$ cat config.mk
export PLATFORM = sky130hd
export DESIGN_NAME = multidrop_uart_slave_block_transfer
export DESIGN_NICKNAME = d
export VERILOG_FILES = /design/src/rtl/mdus_pkg.sv /design/src/rtl/mdus_ram.sv /design/src/rtl/mdus_ctrl.sv /design/src/rtl/mdus_dp.sv /design/src/rtl/multidrop_uart_slave_block_transfer.sv
export VERILOG_INCLUDE_DIRS = /design/src /design/src/rtl
export SDC_FILE = /design/constraint.sdc
export NUM_CORES = 1
export LEC_CHECK = 0
export BUFFER_PORTS_ARGS = -buffer_cell sky130_fd_sc_hd__buf_2
export CORE_AREA = 4 4 153 155
export DETAILED_ROUTE_END_ITERATION = 8
export DIE_AREA = 0 0 157 159
export HOLD_SLACK_MARGIN = 0.08
export PLACE_DENSITY_LB_ADDON = 0.2
export SYNTH_ARGS = -nofsm -noshare
export SYNTH_HDL_FRONTEND = slang
export SYNTH_SLANG_ARGS = --single-unit
$ cat constraint.sdc
create_clock -name i_clk -period 5.01 [get_ports i_clk]
set_input_delay 0.501 -clock i_clk [delete_from_list [all_inputs] [get_ports i_clk]]
set_output_delay 0.501 -clock i_clk [all_outputs]
set_load 0.02 [all_outputs]
$ cat src/rtl/assert_macros.svh
// assertion macros shared by the rtl files
// no dependencies; bodies are empty when SYNTH is defined
`ifndef ASSERT_MACROS_SVH
`define ASSERT_MACROS_SVH

`ifndef SYNTH
// same-cycle implication
`define ASSERT_IMPL(label, clk, rst_n, ante, cons) \
    label: assert property (@(posedge clk) disable iff (!rst_n) (ante) |-> (cons)) \
        else $error("assertion failed");
// next-cycle implication
`define ASSERT_NEXT(label, clk, rst_n, ante, cons) \
    label: assert property (@(posedge clk) disable iff (!rst_n) (ante) |=> (cons)) \
        else $error("assertion failed");
`else
`define ASSERT_IMPL(label, clk, rst_n, ante, cons)
`define ASSERT_NEXT(label, clk, rst_n, ante, cons)
`endif

`endif

$ cat src/rtl/mdus_pkg.sv
// types, constants and command/status structs of the multidrop uart slave
// no dependencies
package mdus_pkg;

    localparam int BLOCK_BYTES = 16;
    localparam int CNT_W       = $clog2(BLOCK_BYTES + 1);
    localparam int STORE_DEPTH = 16;
    localparam int STORE_AW    = $clog2(STORE_DEPTH);
    localparam int PADDR_W     = 4;

    // op codes
    localparam logic [1:0] OP_FRAME = 2'd0;
    localparam logic [1:0] OP_LOAD  = 2'd1;
    localparam logic [1:0] OP_READ  = 2'd2;

    // register indexes
    localparam logic [1:0] REG_SLAVE_ADDR = 2'd0;
    localparam logic [1:0] REG_RX_READY   = 2'd1;
    localparam logic [1:0] REG_TX_READY   = 2'd2;

    // protocol bytes
    localparam logic [7:0] CMD_RECEIVE  = 8'h01;
    localparam logic [7:0] CMD_SEND     = 8'h02;
    localparam logic [7:0] ST_ERROR     = 8'h80;
    localparam logic [7:0] ST_GOOD      = 8'h00;
    localparam logic [7:0] ST_BAD       = 8'hFF;
    localparam logic [7:0] ST_NOT_READY = 8'h00;

    // output byte select
    localparam logic [3:0] OSEL_ADDR    = 4'd0;
    localparam logic [3:0] OSEL_RX_STAT = 4'd1;
    localparam logic [3:0] OSEL_TX_STAT = 4'd2;
    localparam logic [3:0] OSEL_ERROR   = 4'd3;
    localparam logic [3:0] OSEL_GOOD    = 4'd4;
    localparam logic [3:0] OSEL_BAD     = 4'd5;
    localparam logic [3:0] OSEL_RDATA   = 4'd6;
    localparam logic [3:0] OSEL_TDATA   = 4'd7;
    localparam logic [3:0] OSEL_TSUM    = 4'd8;

    typedef struct packed {
        logic [1:0] op;
        logic [7:0] frame_byte;
        logic       ninth_bit;
        logic [3:0] entry_index;
        logic [7:0] entry_value;
    } t_in_item;

    typedef struct packed {
        logic       kind;
        logic [7:0] data_byte;
        logic       last;
    } t_out_item;

    typedef struct packed {
        logic       load_out;
        logic [3:0] osel;
        logic       tx_wr;
        logic       rx_rd;
        logic       rx_wr;
        logic       cnt_clr;
        logic       rx_rdy_clr;
        logic       tx_rdy_clr;
        logic       tx_start;
        logic       tx_step;
    } t_cmd;

    typedef struct packed {
        logic addr_match;
        logic sum_match;
        logic cnt_last;
        logic tx_last;
        logic out_free;
    } t_sts;

endpackage

$ cat src/rtl/mdus_ram.sv
// generic simple dual-port ram with registered read
// no dependencies
module mdus_ram #(
    parameter int WIDTH = 8,
    parameter int DEPTH = 16
) (
    input  logic                     i_clk,
    input  logic                     i_wr_en,
    input  logic [$clog2(DEPTH)-1:0] i_wr_addr,
    input  logic [WIDTH-1:0]         i_wr_data,
    input  logic                     i_rd_en,
    input  logic [$clog2(DEPTH)-1:0] i_rd_addr,
    output logic [WIDTH-1:0]         o_rd_data
);

    logic [WIDTH-1:0] r_mem [DEPTH];
    logic [WIDTH-1:0] r_rd_data;

    always_ff @(posedge i_clk) begin
        if (i_wr_en) begin
            r_mem[i_wr_addr] <= i_wr_data;
        end
        if (i_rd_en) begin
            r_rd_data <= r_mem[i_rd_addr];
        end
    end

    assign o_rd_data = r_rd_data;

endmodule

$ cat src/rtl/mdus_ctrl.sv
// controller: protocol phase and per-transaction sequencer
// depends on mdus_pkg and assert_macros.svh
`include "assert_macros.svh"
module mdus_ctrl (
    input  logic              i_clk,
    input  logic              i_rst_n,
    input  logic              i_in_valid,
    input  mdus_pkg::t_in_item i_in_item,
    input  mdus_pkg::t_sts    i_sts,
    output logic              o_in_ready,
    output mdus_pkg::t_cmd    o_cmd
);

    localparam logic [2:0] PH_IDLE    = 3'd0;
    localparam logic [2:0] PH_CMD     = 3'd1;
    localparam logic [2:0] PH_RX_GO   = 3'd2;
    localparam logic [2:0] PH_RX_DATA = 3'd3;
    localparam logic [2:0] PH_RX_SUM  = 3'd4;
    localparam logic [2:0] PH_TX_GO   = 3'd5;
    localparam logic [2:0] PH_TX_ACK  = 3'd6;

    localparam logic [1:0] SQ_IDLE    = 2'd0;
    localparam logic [1:0] SQ_RD      = 2'd1;
    localparam logic [1:0] SQ_TX_DATA = 2'd2;
    localparam logic [1:0] SQ_TX_SUM  = 2'd3;

    logic [2:0]     r_phase, n_phase;
    logic [1:0]     r_seq, n_seq;
    logic           in_ready;
    logic           accept;
    mdus_pkg::t_cmd cmd;

    assign in_ready = (r_seq == SQ_IDLE) && i_sts.out_free;
    assign accept   = in_ready && i_in_valid;

    always_comb begin
        cmd     = '0;
        n_phase = r_phase;
        n_seq   = r_seq;
        case (r_seq)
            SQ_IDLE: begin
                if (accept) begin
                    case (i_in_item.op)
                        mdus_pkg::OP_LOAD: begin
                            cmd.tx_wr = 1'b1;
                        end
                        mdus_pkg::OP_READ: begin
                            cmd.rx_rd = 1'b1;
                            n_seq     = SQ_RD;
                        end
                        mdus_pkg::OP_FRAME: begin
                            case (r_phase)
                                PH_CMD: begin
                                    if (i_in_item.ninth_bit) begin
                                        n_phase = PH_IDLE;
                                    end else if (i_in_item.frame_byte == mdus_pkg::CMD_RECEIVE) begin
                                        n_phase      = PH_RX_GO;
                                        cmd.load_out = 1'b1;
                                        cmd.osel     = mdus_pkg::OSEL_RX_STAT;
                                    end else if (i_in_item.frame_byte == mdus_pkg::CMD_SEND) begin
                                        n_phase      = PH_TX_GO;
                                        cmd.load_out = 1'b1;
                                        cmd.osel     = mdus_pkg::OSEL_TX_STAT;
                                    end else begin
                                        n_phase      = PH_IDLE;
                                        cmd.load_out = 1'b1;
                                        cmd.osel     = mdus_pkg::OSEL_ERROR;
                                    end
                                end
                                PH_RX_GO: begin
                                    if (i_in_item.ninth_bit) begin
                                        n_phase = PH_IDLE;
                                    end else begin
                                        n_phase        = PH_RX_DATA;
                                        cmd.rx_rdy_clr = 1'b1;
                                        cmd.cnt_clr    = 1'b1;
                                    end
                                end
                                PH_RX_DATA: begin
                                    cmd.rx_wr = 1'b1;
                                    if (i_sts.cnt_last) begin
                                        n_phase = PH_RX_SUM;
                                    end
                                end
                                PH_RX_SUM: begin
                                    cmd.load_out = 1'b1;
                                    if (i_sts.sum_match) begin
                                        n_phase  = PH_IDLE;
                                        cmd.osel = mdus_pkg::OSEL_GOOD;
                                    end else begin
                                        // checksum bad: master resends the block
                                        n_phase     = PH_RX_DATA;
                                        cmd.cnt_clr = 1'b1;
                                        cmd.osel    = mdus_pkg::OSEL_BAD;
                                    end
                                end
                                PH_TX_GO: begin
                                    if (i_in_item.ninth_bit) begin
                                        n_phase = PH_IDLE;
                                    end else begin
                                        n_phase        = PH_TX_ACK;
                                        cmd.tx_rdy_clr = 1'b1;
                                        cmd.tx_start   = 1'b1;
                                        n_seq          = SQ_TX_DATA;
                                    end
                                end
                                PH_TX_ACK: begin
                                    if (i_in_item.frame_byte == mdus_pkg::ST_GOOD) begin
                                        n_phase = PH_IDLE;
                                    end else begin
                                        cmd.tx_start = 1'b1;
                                        n_seq        = SQ_TX_DATA;
                                    end
                                end
                                default: begin
                                    n_phase = PH_IDLE;
                                    if (i_in_item.ninth_bit && i_sts.addr_match) begin
                                        n_phase      = PH_CMD;
                                        cmd.load_out = 1'b1;
                                        cmd.osel     = mdus_pkg::OSEL_ADDR;
                                    end
                                end
                            endcase
                        end
                        default: ;
                    endcase
                end
            end
            SQ_RD: begin
                // output slot was freed when the read was accepted
                cmd.load_out = 1'b1;
                cmd.osel     = mdus_pkg::OSEL_RDATA;
                n_seq        = SQ_IDLE;
            end
            SQ_TX_DATA: begin
                if (i_sts.out_free) begin
                    cmd.load_out = 1'b1;
                    cmd.osel     = mdus_pkg::OSEL_TDATA;
                    cmd.tx_step  = 1'b1;
                    if (i_sts.tx_last) begin
                        n_seq = SQ_TX_SUM;
                    end
                end
            end
            SQ_TX_SUM: begin
                if (i_sts.out_free) begin
                    cmd.load_out = 1'b1;
                    cmd.osel     = mdus_pkg::OSEL_TSUM;
                    n_seq        = SQ_IDLE;
                end
            end
            default: begin
                n_seq = SQ_IDLE;
            end
        endcase
    end

    always_ff @(posedge i_clk) begin
        if (!i_rst_n) begin
            r_phase <= PH_IDLE;
            r_seq   <= SQ_IDLE;
        end else begin
            r_phase <= n_phase;
            r_seq   <= n_seq;
        end
    end

    assign o_in_ready = in_ready;
    assign o_cmd      = cmd;

    `ASSERT_IMPL(a_load_needs_slot, i_clk, i_rst_n, cmd.load_out, i_sts.out_free)
    `ASSERT_IMPL(a_burst_in_ack_phase, i_clk, i_rst_n,
        (r_seq == SQ_TX_DATA) || (r_seq == SQ_TX_SUM), r_phase == PH_TX_ACK)
    `ASSERT_NEXT(a_sum_after_data, i_clk, i_rst_n,
        (r_seq == SQ_TX_DATA) && cmd.tx_step && i_sts.tx_last, r_seq == SQ_TX_SUM)

endmodule

$ cat src/rtl/mdus_dp.sv
// datapath: config registers, counters, checksums, stores and output register
// depends on mdus_pkg, mdus_ram and assert_macros.svh
`include "assert_macros.svh"
module mdus_dp (
    input  logic                           i_clk,
    input  logic                           i_rst_n,
    input  mdus_pkg::t_in_item             i_in_item,
    input  mdus_pkg::t_cmd                 i_cmd,
    input  logic                           i_out_stall,
    input  logic                           i_cfg_wr,
    input  logic [mdus_pkg::PADDR_W-1:0]   i_cfg_addr,
    input  logic [31:0]                    i_cfg_data,
    output logic [31:0]                    o_cfg_rdata,
    output mdus_pkg::t_sts                 o_sts,
    output logic                           o_out_valid,
    output mdus_pkg::t_out_item            o_out_item
);

    logic [7:0]                    r_slave_addr;
    logic                          r_rx_ready;
    logic                          r_tx_ready;
    logic [mdus_pkg::CNT_W-1:0]    r_byte_count;
    logic [7:0]                    r_rx_sum;
    logic [mdus_pkg::CNT_W-1:0]    r_tx_cnt;
    logic [7:0]                    r_tx_sum;
    logic                          r_out_valid;
    mdus_pkg::t_out_item           r_out_item;
    mdus_pkg::t_out_item           n_out_item;
    logic [1:0]                    cfg_idx;
    logic [7:0]                    rx_rd_data;
    logic [7:0]                    tx_rd_data;
    logic [mdus_pkg::STORE_AW-1:0] tx_rd_addr;
    logic [mdus_pkg::CNT_W-1:0]    tx_cnt_inc;
    logic                          out_free;

    assign cfg_idx    = i_cfg_addr[mdus_pkg::PADDR_W-1:2];
    assign out_free   = !r_out_valid || !i_out_stall;
    assign tx_cnt_inc = mdus_pkg::CNT_W'(r_tx_cnt + 1'b1);
    assign tx_rd_addr = i_cmd.tx_start ? '0 : mdus_pkg::STORE_AW'(tx_cnt_inc);

    mdus_ram #(.WIDTH(8), .DEPTH(mdus_pkg::STORE_DEPTH)) u_rx_store (
        .i_clk     (i_clk),
        .i_wr_en   (i_cmd.rx_wr),
        .i_wr_addr (mdus_pkg::STORE_AW'(r_byte_count)),
        .i_wr_data (i_in_item.frame_byte),
        .i_rd_en   (i_cmd.rx_rd),
        .i_rd_addr (i_in_item.entry_index),
        .o_rd_data (rx_rd_data)
    );

    mdus_ram #(.WIDTH(8), .DEPTH(mdus_pkg::STORE_DEPTH)) u_tx_store (
        .i_clk     (i_clk),
        .i_wr_en   (i_cmd.tx_wr),
        .i_wr_addr (i_in_item.entry_index),
        .i_wr_data (i_in_item.entry_value),
        .i_rd_en   (i_cmd.tx_start || i_cmd.tx_step),
        .i_rd_addr (tx_rd_addr),
        .o_rd_data (tx_rd_data)
    );

    always_comb begin
        n_out_item      = '0;
        n_out_item.kind = (i_cmd.osel == mdus_pkg::OSEL_RDATA);
        n_out_item.last = (i_cmd.osel != mdus_pkg::OSEL_TDATA);
        case (i_cmd.osel)
            mdus_pkg::OSEL_ADDR:    n_out_item.data_byte = r_slave_addr;
            mdus_pkg::OSEL_RX_STAT: n_out_item.data_byte = r_rx_ready ? mdus_pkg::CMD_RECEIVE
                                                                      : mdus_pkg::ST_NOT_READY;
            mdus_pkg::OSEL_TX_STAT: n_out_item.data_byte = r_tx_ready ? mdus_pkg::CMD_SEND
                                                                      : mdus_pkg::ST_NOT_READY;
            mdus_pkg::OSEL_ERROR:   n_out_item.data_byte = mdus_pkg::ST_ERROR;
            mdus_pkg::OSEL_GOOD:    n_out_item.data_byte = mdus_pkg::ST_GOOD;
            mdus_pkg::OSEL_BAD:     n_out_item.data_byte = mdus_pkg::ST_BAD;
            mdus_pkg::OSEL_RDATA:   n_out_item.data_byte = rx_rd_data;
            mdus_pkg::OSEL_TDATA:   n_out_item.data_byte = tx_rd_data;
            mdus_pkg::OSEL_TSUM:    n_out_item.data_byte = r_tx_sum;
            default:                n_out_item.data_byte = 8'h00;
        endcase
    end

    always_comb begin
        case (cfg_idx)
            mdus_pkg::REG_SLAVE_ADDR: o_cfg_rdata = {24'd0, r_slave_addr};
            mdus_pkg::REG_RX_READY:   o_cfg_rdata = {31'd0, r_rx_ready};
            mdus_pkg::REG_TX_READY:   o_cfg_rdata = {31'd0, r_tx_ready};
            default:                  o_cfg_rdata = 32'd0;
        endcase
    end

    always_ff @(posedge i_clk) begin
        if (!i_rst_n) begin
            r_slave_addr <= 8'h02;
            r_rx_ready   <= 1'b1;
            r_tx_ready   <= 1'b1;
            r_byte_count <= '0;
            r_rx_sum     <= 8'h00;
            r_tx_cnt     <= '0;
            r_tx_sum     <= 8'h00;
            r_out_valid  <= 1'b0;
        end else begin
            if (i_cfg_wr && (cfg_idx == mdus_pkg::REG_SLAVE_ADDR)) begin
                r_slave_addr <= i_cfg_data[7:0];
            end
            if (i_cfg_wr && (cfg_idx == mdus_pkg::REG_RX_READY)) begin
                r_rx_ready <= i_cfg_data[0];
            end else if (i_cmd.rx_rdy_clr) begin
                r_rx_ready <= 1'b0;
            end
            if (i_cfg_wr && (cfg_idx == mdus_pkg::REG_TX_READY)) begin
                r_tx_ready <= i_cfg_data[0];
            end else if (i_cmd.tx_rdy_clr) begin
                r_tx_ready <= 1'b0;
            end
            if (i_cmd.cnt_clr) begin
                r_byte_count <= '0;
                r_rx_sum     <= 8'h00;
            end else if (i_cmd.rx_wr) begin
                r_byte_count <= mdus_pkg::CNT_W'(r_byte_count + 1'b1);
                r_rx_sum     <= r_rx_sum + i_in_item.frame_byte;
            end
            if (i_cmd.tx_start) begin
                r_tx_cnt <= '0;
                r_tx_sum <= 8'h00;
            end else if (i_cmd.tx_step) begin
                r_tx_cnt <= tx_cnt_inc;
                r_tx_sum <= r_tx_sum + tx_rd_data;
            end
            if (i_cmd.load_out) begin
                r_out_valid <= 1'b1;
            end else if (!i_out_stall) begin
                r_out_valid <= 1'b0;
            end
        end
    end

    always_ff @(posedge i_clk) begin
        if (i_cmd.load_out) begin
            r_out_item <= n_out_item;
        end
    end

    assign o_sts.addr_match = (i_in_item.frame_byte == r_slave_addr);
    assign o_sts.sum_match  = (i_in_item.frame_byte == r_rx_sum);
    assign o_sts.cnt_last   = (r_byte_count == mdus_pkg::CNT_W'(mdus_pkg::BLOCK_BYTES - 1));
    assign o_sts.tx_last    = (r_tx_cnt == mdus_pkg::CNT_W'(mdus_pkg::BLOCK_BYTES - 1));
    assign o_sts.out_free   = out_free;
    assign o_out_valid      = r_out_valid;
    assign o_out_item       = r_out_item;

    `ASSERT_IMPL(a_rx_count_range, i_clk, i_rst_n, i_cmd.rx_wr,
        r_byte_count < mdus_pkg::CNT_W'(mdus_pkg::BLOCK_BYTES))
    `ASSERT_IMPL(a_tx_count_range, i_clk, i_rst_n, i_cmd.tx_step,
        r_tx_cnt < mdus_pkg::CNT_W'(mdus_pkg::BLOCK_BYTES))

endmodule

$ cat src/rtl/multidrop_uart_slave_block_transfer.sv
// top level of the multidrop uart slave with block transfer
// depends on mdus_pkg, mdus_ctrl, mdus_dp, mdus_ram
//
//  channel  direction  handshake                 payload
//  in       input      i_in_valid / o_in_stall   i_in_item  (mdus_pkg::t_in_item)
//  out      output     o_out_valid / i_out_stall o_out_item (mdus_pkg::t_out_item)
//  cfg      input      apb psel/penable/pwrite   paddr, pwdata, prdata
//
// one transaction at a time; status replies go straight to the output register,
// a store read first passes the registered store read port and the read state
// a block send reads each data byte from the tx store, then sends the checksum
// output stalls hold the burst; a result held by the receiver also stalls the input
// synchronous active-low reset; stores are not cleared and need no reset pass
module multidrop_uart_slave_block_transfer (
    input  logic                         i_clk,
    input  logic                         i_rst_n,
    input  logic                         i_in_valid,
    output logic                         o_in_stall,
    input  mdus_pkg::t_in_item           i_in_item,
    output logic                         o_out_valid,
    input  logic                         i_out_stall,
    output mdus_pkg::t_out_item          o_out_item,
    input  logic                         psel,
    input  logic                         penable,
    input  logic                         pwrite,
    input  logic [mdus_pkg::PADDR_W-1:0] paddr,
    input  logic [31:0]                  pwdata,
    output logic [31:0]                  prdata,
    output logic                         pready
);

    mdus_pkg::t_cmd cmd;
    mdus_pkg::t_sts sts;
    logic           in_ready;
    logic           cfg_wr;

    assign pready     = 1'b1;
    assign cfg_wr     = psel && penable && pwrite;
    assign o_in_stall = !in_ready;

    mdus_ctrl u_ctrl (
        .i_clk      (i_clk),
        .i_rst_n    (i_rst_n),
        .i_in_valid (i_in_valid),
        .i_in_item  (i_in_item),
        .i_sts      (sts),
        .o_in_ready (in_ready),
        .o_cmd      (cmd)
    );

    mdus_dp u_dp (
        .i_clk       (i_clk),
        .i_rst_n     (i_rst_n),
        .i_in_item   (i_in_item),
        .i_cmd       (cmd),
        .i_out_stall (i_out_stall),
        .i_cfg_wr    (cfg_wr),
        .i_cfg_addr  (paddr),
        .i_cfg_data  (pwdata),
        .o_cfg_rdata (prdata),
        .o_sts       (sts),
        .o_out_valid (o_out_valid),
        .o_out_item  (o_out_item)
    );

endmodule

==> results of run 1 <==
==> layout by cell type (no fill, tap or decap), types with 21 or more instances in the layout <==
cell type	Yosys	final
o21ai_0	33	33
clkbuf_16	0	34
dfxtp_1	42	42
ha_1	21	21
nand2_1	61	61
nor2_1	69	69
mux2i_1	48	48
edfxtp_1	282	282
conb_1	2	25
mux4_2	56	56
buf_2	11	59
a21oi_1	38	38
==> worst max path at each step <==
stage / from / end / slack, ns
floorplan: i_out_stall / u_dp.u_tx_store.r_mem[0][0]$_DFFE_PP_ / 2.38
global placement: i_out_stall / u_dp.u_rx_store.r_mem[2][2]$_DFFE_PP_ / 1.49
detailed placement: i_out_stall / u_dp.u_rx_store.r_mem[2][1]$_DFFE_PP_ / 1.42
CTS: u_ctrl.r_seq[0]$_SDFFE_PN0P_ / u_dp.u_rx_store.r_mem[2][5]$_DFFE_PP_ / 1.53
global route: u_ctrl.r_seq[0]$_SDFFE_PN0P_ / u_dp.u_rx_store.r_mem[2][5]$_DFFE_PP_ / 1.23
finish: u_ctrl.r_seq[0]$_SDFFE_PN0P_ / u_dp.u_rx_store.r_mem[2][3]$_DFFE_PP_ / 1.46
==> per-stage QoR <==
stage	utilization	setup WS [ns]	hold WS, ns
after floorplan	-	2.38	0.436
after global placement	0.667	1.49	0.443
after detailed placement	0.667	1.42	0.453
after CTS	0.716	1.53	0.203
after global routing	0.716	1.23	0.221
final	0.716	1.46	0.219
==> per-layer routing <==
metal	routed length, µm	share of wire	track usage	up-vias
met3	2430	0.082	0.0514	58
met1	12200	0.41	0.341	4076
met4	616	0.021	0.0568	0
met5	0	0	0	-
met2	14400	0.49	0.380	369
li1	-	-	-	3705
==> registers in the layout, summed over array words and instances, names as in the netlist <==
signal	flops
u_dp.r_tx_sum	8
u_ctrl.r_phase	3
u_dp.u_tx_store.o_rd_data	8
u_dp.r_byte_count	5
u_ctrl.r_seq	2
u_dp.r_rx_sum	8
u_dp.u_rx_store.o_rd_data	8
u_dp.r_rx_ready	1
u_dp.u_tx_store.r_mem	128
u_dp.r_tx_cnt	5
u_dp.r_tx_ready	1
u_dp.r_slave_addr	8
u_dp.u_rx_store.r_mem	128
u_dp.o_out_item	10
u_dp.o_out_valid	1
==> layout make-up <==
cell class,count,area share
Multi-Input combinational cell,547,0.283
Clock buffer,41,0.0562
Sequential cell,324,0.596
Tap cell,280,0.0224
Inverter,20,0.00481
Clock inverter,20,0.0123
Timing Repair Buffer,72,0.0252
==> power breakdown <==
part           total (mW)  internal (mW)  switching [mW]
clock network        2.40           1.41           0.989
logic               0.291         0.0980           0.193
registers            2.96           2.96         0.00739
==> Yosys cell counts (10+ instances only) <==
cell type / number
o21ai_0: 33
dfxtp_1: 42
or3_1: 11
buf_2: 11
nor2_1: 69
a211oi_1: 13
edfxtp_1: 282
nand3_1: 14
nor3_1: 17
xnor2_1: 18
nand2_1: 61
and2_1: 10
clkbuf_1: 22
a21oi_1: 38
buf_4: 26
mux4_2: 56
ha_1: 21
inv_1: 19
mux2i_1: 48
==> kinds of logic (layout without fill, tap and decap cells) <==
family / Yosys count / after routing
compound gates: 136 / 136
xor+xnor: 24 / 24
fa+ha+maj: 23 / 23
buf+inv: 86 / 153
flops: 324 / 324
mux: 106 / 106
other cells: 2 / 25
simple gates: 233 / 233
==> worst min-delay path, stage by stage <==
cell     delay (ns)
buf_2          0.08
mux2i_1        0.06
nand2_1        0.05
==> run_results.csv, run 1 <==
group,metric,value,unit
yosys,synth_area_leaders,"edfxtp_1 (60%), mux4_2 (9.0%), dfxtp_1 (6.0%)",
clock_network,cts_max_path_buffers,3,
worst_setup_path,crit_family,"simple AND/OR/NAND/NOR gates",
sta,period_share,0.709,
yosys,synth_edf_count,282,
finish,antenna_cells,0,
yosys,synth_seq_area_share,0.662,
die,dieArea,25000,µm²
worst_setup_path,start_kind,"flip-flop",
global_route,grt_max_degree,35,
yosys,synth_area_per_cell,15.1,µm²
worst_setup_path,critPathBufInv,1,
sta,skew,0.0157,ns
die,num_rows,54,
worst_setup_path,end_kind,"flip-flop",
place,place_congestion,0.920,
status,outcome,"complete, no violations",
drt,drt_iter0_markers,807,
yosys,synth-compound-area-share,0.0629,
finish,fin_cells,1304,
drt,via_count,8208,
yosys,synth_top_area_share,0.602,
pwr,p_leak,5.18,nW
clock_network,postCtsSetupBuffers,0,
place,hpwl,19.0,mm
sta,rsz0062_at_grt,"no",
clock_network,cts_tree,"built",
hold_path,whs_path_depth,3,
worst_setup_path,cp_slowest_cell,"nor3_1",
sta,worst_pin_slew,1.32,ns
finish,multiInputGateArea,4420,µm²
worst_setup_path,cp_cell_sequence,"buf_4 -> a211oi_2 -> and3_1 -> and3_1 -> nand2_1 -> nor3_1",
pwr,finalPower,5.66,mW
worst_setup_path,rr_endpoint,"u_dp.u_rx_store.r_mem[2][3]$_DFFE_PP_",
hold_path,min-delay-start,"pwdata[1]",
drt,wl,29.6,mm
die,core_area,21800,µm²
hold_path,hold-path-endpoint,"u_dp.r_slave_addr[1]$_SDFFE_PN1P_",
clock_network,cts_sinks,324,
worst_setup_path,reg2reg_setup_slack,1.46,ns
yosys,yosysUniqueCellTypes,69,
drt,viasPerCell,6.29,
yosys,ys_seq_elements,324,
clock_network,clock_latency,0.51,ns
global_route,track_usage,0.238,
yosys,muxShareOfSynthArea,0.125,
finish,drive_above_1_share,0.188,
yosys,synth-xor-area-share,0.0149,
clock_network,ctsResizeCount,0,
global_route,grt_pass1_vias,8076,
place,placed_area,14600,µm²
global_route,antenna_found_initial,0,
yosys,synth_adder_area_share,0.0215,
worst_setup_path,crit_required,5.13,ns
sta,tns,0,ns
clock_network,htreeDepth,2,
yosys,synthArstFlopShare,0,
clock_network,cts_made_buffers,34,
drt,drc_errors,0,
worst_setup_path,reg2reg_depth,6,
sta,relSlewSlack,0.116,
die,initial_core_util,0.645,
yosys,postSynthCellCount,934,
worst_setup_path,arrival,3.67,ns
worst_setup_path,path_class,"flip-flop to flip-flop",
worst_setup_path,critPathMaxStageDelay,0.90,ns
sta,max_freq,282,MHz
pwr,power_density,362,nW/µm²
die,die_x,157,µm
drt,dr.pass1.iters,5,
pwr,peakVddDrop,0.000294,V
yosys,synth_warnings,0,
sta,setup_violations,0,
clock_network,cts_hold_buf,0,
finish,final_area,15600,µm²
clock_network,root_buffer,"clkbuf_16",
drt,avgRoutedWirePerCell,22.7,µm
die,die_h,159,µm
finish,seqCellArea,9310,µm²
sta,hold_violations,0,
worst_setup_path,critPathMostFrequentCell,"and3_1",
finish,finalNetCount,1088,
yosys,mappedNetlistArea,14100,µm²
worst_setup_path,crit_path_max_fanout,27,
run,drv_cap,0,
hold_path,holdCritPathClass,"input port to flip-flop",
place,port_buffers,59,
finish,areaGrowthSynthToFinish,11.0,%
die,io_pins,111,
clock_network,clkTransAtPathRegs,0.06,ns
sta,final_max_slew_viol_count,0,
place,placed_cells,1243,
yosys,yosys.area.top_type,"edfxtp_1",
global_route,grt_pass1_wl,45.5,mm
drt,final_antenna_net_count,0,
worst_setup_path,crit_cells,6,
yosys,synthSimpleGateAreaFrac,0.0817,
yosys,synth_ff_type,"edfxtp_1",
sta,finalCriticalPeriod,3.55,ns
yosys,synth_top_family_by_area,"multiplexers",
finish,nFillCells,1350,
global_route,grt_overflow,0,
worst_setup_path,regToRegStartpoint,"u_ctrl.r_seq[0]$_SDFFE_PN0P_",
Power figures use the tool's default switching activity.
==> run 2: changes to the inputs <==
--- a/config.mk
+++ b/config.mk
@@ -6,10 +6,11 @@
 export SDC_FILE = /design/constraint.sdc
 export NUM_CORES = 1
 export LEC_CHECK = 0
+export ABC_AREA = 1
 export BUFFER_PORTS_ARGS = -buffer_cell sky130_fd_sc_hd__buf_2
-export CORE_AREA = 4 4 153 155
+export CORE_AREA = 4 4 161 163
 export DETAILED_ROUTE_END_ITERATION = 8
-export DIE_AREA = 0 0 157 159
+export DIE_AREA = 0 0 165 167
 export HOLD_SLACK_MARGIN = 0.08
 export PLACE_DENSITY_LB_ADDON = 0.2
 export SYNTH_ARGS = -nofsm -noshare
==> constraint.sdc (replaced) <==
create_clock -name i_clk -period 3.4 [get_ports i_clk]
set_input_delay 0.34 -clock i_clk [delete_from_list [all_inputs] [get_ports i_clk]]
set_output_delay 0.34 -clock i_clk [all_outputs]
set_load 0.02 [all_outputs]
==> run 2 against run 1 <==
First-iteration DRC count up 67%. Clock power up 48%. Worst setup slack worse by 0.85 ns. Power grew 48%. Sequential power rose by 48%. Sequential cell count stayed put. Wire length up 19%.
==> run_results.csv, run 2 <==
group,metric,value,unit
status,outcome,"complete, no violations",
clock_network,cts_hold_buf,0,
yosys,synth_ff_type,"edfxtp_1",
sta,finalCriticalPeriod,2.79,ns
clock_network,cts_sinks,324,
drt,drt_iter0_markers,1347,
hold_path,holdCritPathClass,"input port to flip-flop",
die,io_pins,111,
finish,final_area,16300,µm²
sta,relSlewSlack,0.361,
drt,viasPerCell,5.84,
yosys,ys_seq_elements,324,
yosys,yosys.area.top_type,"edfxtp_1",
pwr,peakVddDrop,0.000377,V
yosys,postSynthCellCount,1344,
clock_network,postCtsSetupBuffers,0,
yosys,synth_area_leaders,"edfxtp_1 (58%), dfxtp_1 (5.8%), nand3_1 (4.6%)",
place,placed_area,15200,µm²
place,hpwl,23.1,mm
global_route,grt_overflow,0,
yosys,synth_top_area_share,0.581,
clock_network,clock_latency,0.53,ns
sta,setup_violations,0,
sta,final_max_slew_viol_count,0,
sta,max_freq,358,MHz
worst_setup_path,arrival,2.93,ns
yosys,synth.top_cells.by_count,"edfxtp_1 (282), nand2_1 (165), inv_1 (153)",
die,initial_core_util,0.599,
yosys,yosysMostFrequentCell,"edfxtp_1",
global_route,antenna_found_initial,0,
worst_setup_path,reg2reg_depth,7,
global_route,grt_pass1_vias,9773,
clock_network,ctsResizeCount,0,
drt,wl,35.2,mm
worst_setup_path,cp_slowest_cell,"nor2_1",
drt,drc_errors,0,
clock_network,htreeDepth,2,
sta,skew,0.0328,ns
drt,dr.pass1.iters,5,
finish,mostFrequentLayoutCell,"edfxtp_1",
sta,tns,0,ns
worst_setup_path,crit_cells,7,
finish,mostFrequentLayoutCells,"edfxtp_1 (282), nand2_1 (165), inv_1 (153)",
global_route,track_usage,0.255,
worst_setup_path,path_class,"flip-flop to flip-flop",
drt,via_count,10300,
hold_path,whs_path_depth,3,
clock_network,cts_max_path_buffers,3,
clock_network,clkTransAtPathRegs,0.06,ns
drt,avgRoutedWirePerCell,19.9,µm
pwr,p_leak,6.40,nW
place,port_buffers,59,
global_route,grt_pass1_wl,54.3,mm
die,dieArea,27600,µm²
worst_setup_path,cp_cell_sequence,"nor2_4 -> nand4_1 -> nor2_2 -> inv_2 -> nor2_1 -> inv_1 -> nor2_1",
sta,hold_violations,0,
yosys,synthArstFlopShare,0,
yosys,mappedNetlistArea,14600,µm²
clock_network,cts_made_buffers,34,
worst_setup_path,end_kind,"flip-flop",
sta,period_share,0.821,
run,drv_cap,0,
finish,drive_above_1_share,0.131,
place,place_congestion,0.904,
finish,nFillCells,1838,
die,die_h,167,µm
pwr,power_density,513,nW/µm²
yosys,synth_area_per_cell,10.8,µm²
yosys,synth_seq_area_share,0.639,
finish,fin_util,0.670,
worst_setup_path,critPathMaxStageDelay,0.59,ns
worst_setup_path,critPathBufInv,2,
worst_setup_path,crit_required,3.54,ns
sta,rsz0062_at_grt,"no",
die,num_rows,57,
worst_setup_path,crit_family,"simple AND/OR/NAND/NOR gates",
worst_setup_path,critPathMostFrequentCell,"nor2_1",
die,core_area,24300,µm²
drt,final_antenna_net_count,0,
finish,antenna_cells,0,
clock_network,cts_tree,"built",
sta,worst_pin_slew,0.959,ns
finish,areaGrowthSynthToFinish,11.8,%
worst_setup_path,start_kind,"flip-flop",
yosys,yosysUniqueCellTypes,44,
finish,finalNetCount,1511,
clock_network,root_buffer,"clkbuf_16",
global_route,grt_max_degree,59,
die,die_x,165,µm
yosys,synth_warnings,0,
worst_setup_path,crit_path_max_fanout,11,
yosys,synth_edf_count,282,
## run 2: kinds of logic after synthesis
family          share of synthesized area
xor+xnor                          0.00781
other cells                      0.000515
buf+inv                            0.0702
compound gates                     0.0809
flops                               0.639
fa+ha+maj                          0.0208
simple gates                        0.181
## run 2: final timing paths
path	endpoint	startpoint	slack, ns
max	u_dp.u_rx_store.r_mem[15][6]$_DFFE_PP_	u_ctrl.r_seq[0]$_SDFFE_PN0P_	0.61
max reg2reg	u_dp.u_rx_store.r_mem[15][6]$_DFFE_PP_	u_ctrl.r_seq[0]$_SDFFE_PN0P_	0.61
min reg2reg	u_dp.r_rx_sum[0]$_SDFFE_PP0P_	u_dp.r_rx_sum[0]$_SDFFE_PP0P_	0.47
min	u_dp.r_slave_addr[1]$_SDFFE_PN1P_	pwdata[1]	0.09
## run 2: power by group
part / switching [mW] / internal, mW / leakage (nW) / total [mW]
Clock: 1.51 / 2.04 / 0.518 / 3.55
Combinational: 0.320 / 0.121 / 3.01 / 0.441
Sequential: 0.0147 / 4.35 / 2.88 / 4.37
Total: 1.84 / 6.52 / 6.40 / 8.36
## run 2: worst register-to-register path: cells and delay by family (launching register included)
family / cells / cell delay, ns
buf+inv: 2 / 0.36
simple gates: 5 / 1.67
flops: 1 / 0.39
## run 2: layout make-up
type	count	area (µm²)	share of cell area
inverter	161	604	0.0371
multi-input combinational	805	4340	0.266
sequential	324	9310	0.571
clock buffer	42	902	0.0554
clock inverter	18	153	0.00937
tap	324	405	0.0249
timing repair buffer	96	586	0.0359
## run 2: layer usage
metal / track usage / routed length [µm] / up-vias
met1: 0.389 / 15000 / 4931
met4: 0.0618 / 712 / 0
met3: 0.0391 / 3240 / 58
met2: 0.389 / 16200 / 519
li1: - / - / 4821
met5: 0 / 0 / -
## run 2: stage by stage
step                      power [mW]  hold slack, ns  setup WS [ns]  cells
final                           8.36          0.0928          0.609   1770
after global routing            8.61           0.122          0.366   1770
after CTS                       8.38          0.0839          0.640   1770
after detailed placement        4.88           0.462          0.499   1710
after global placement          4.87           0.453          0.561   1710
after floorplan                 4.72           0.439           1.09   1367
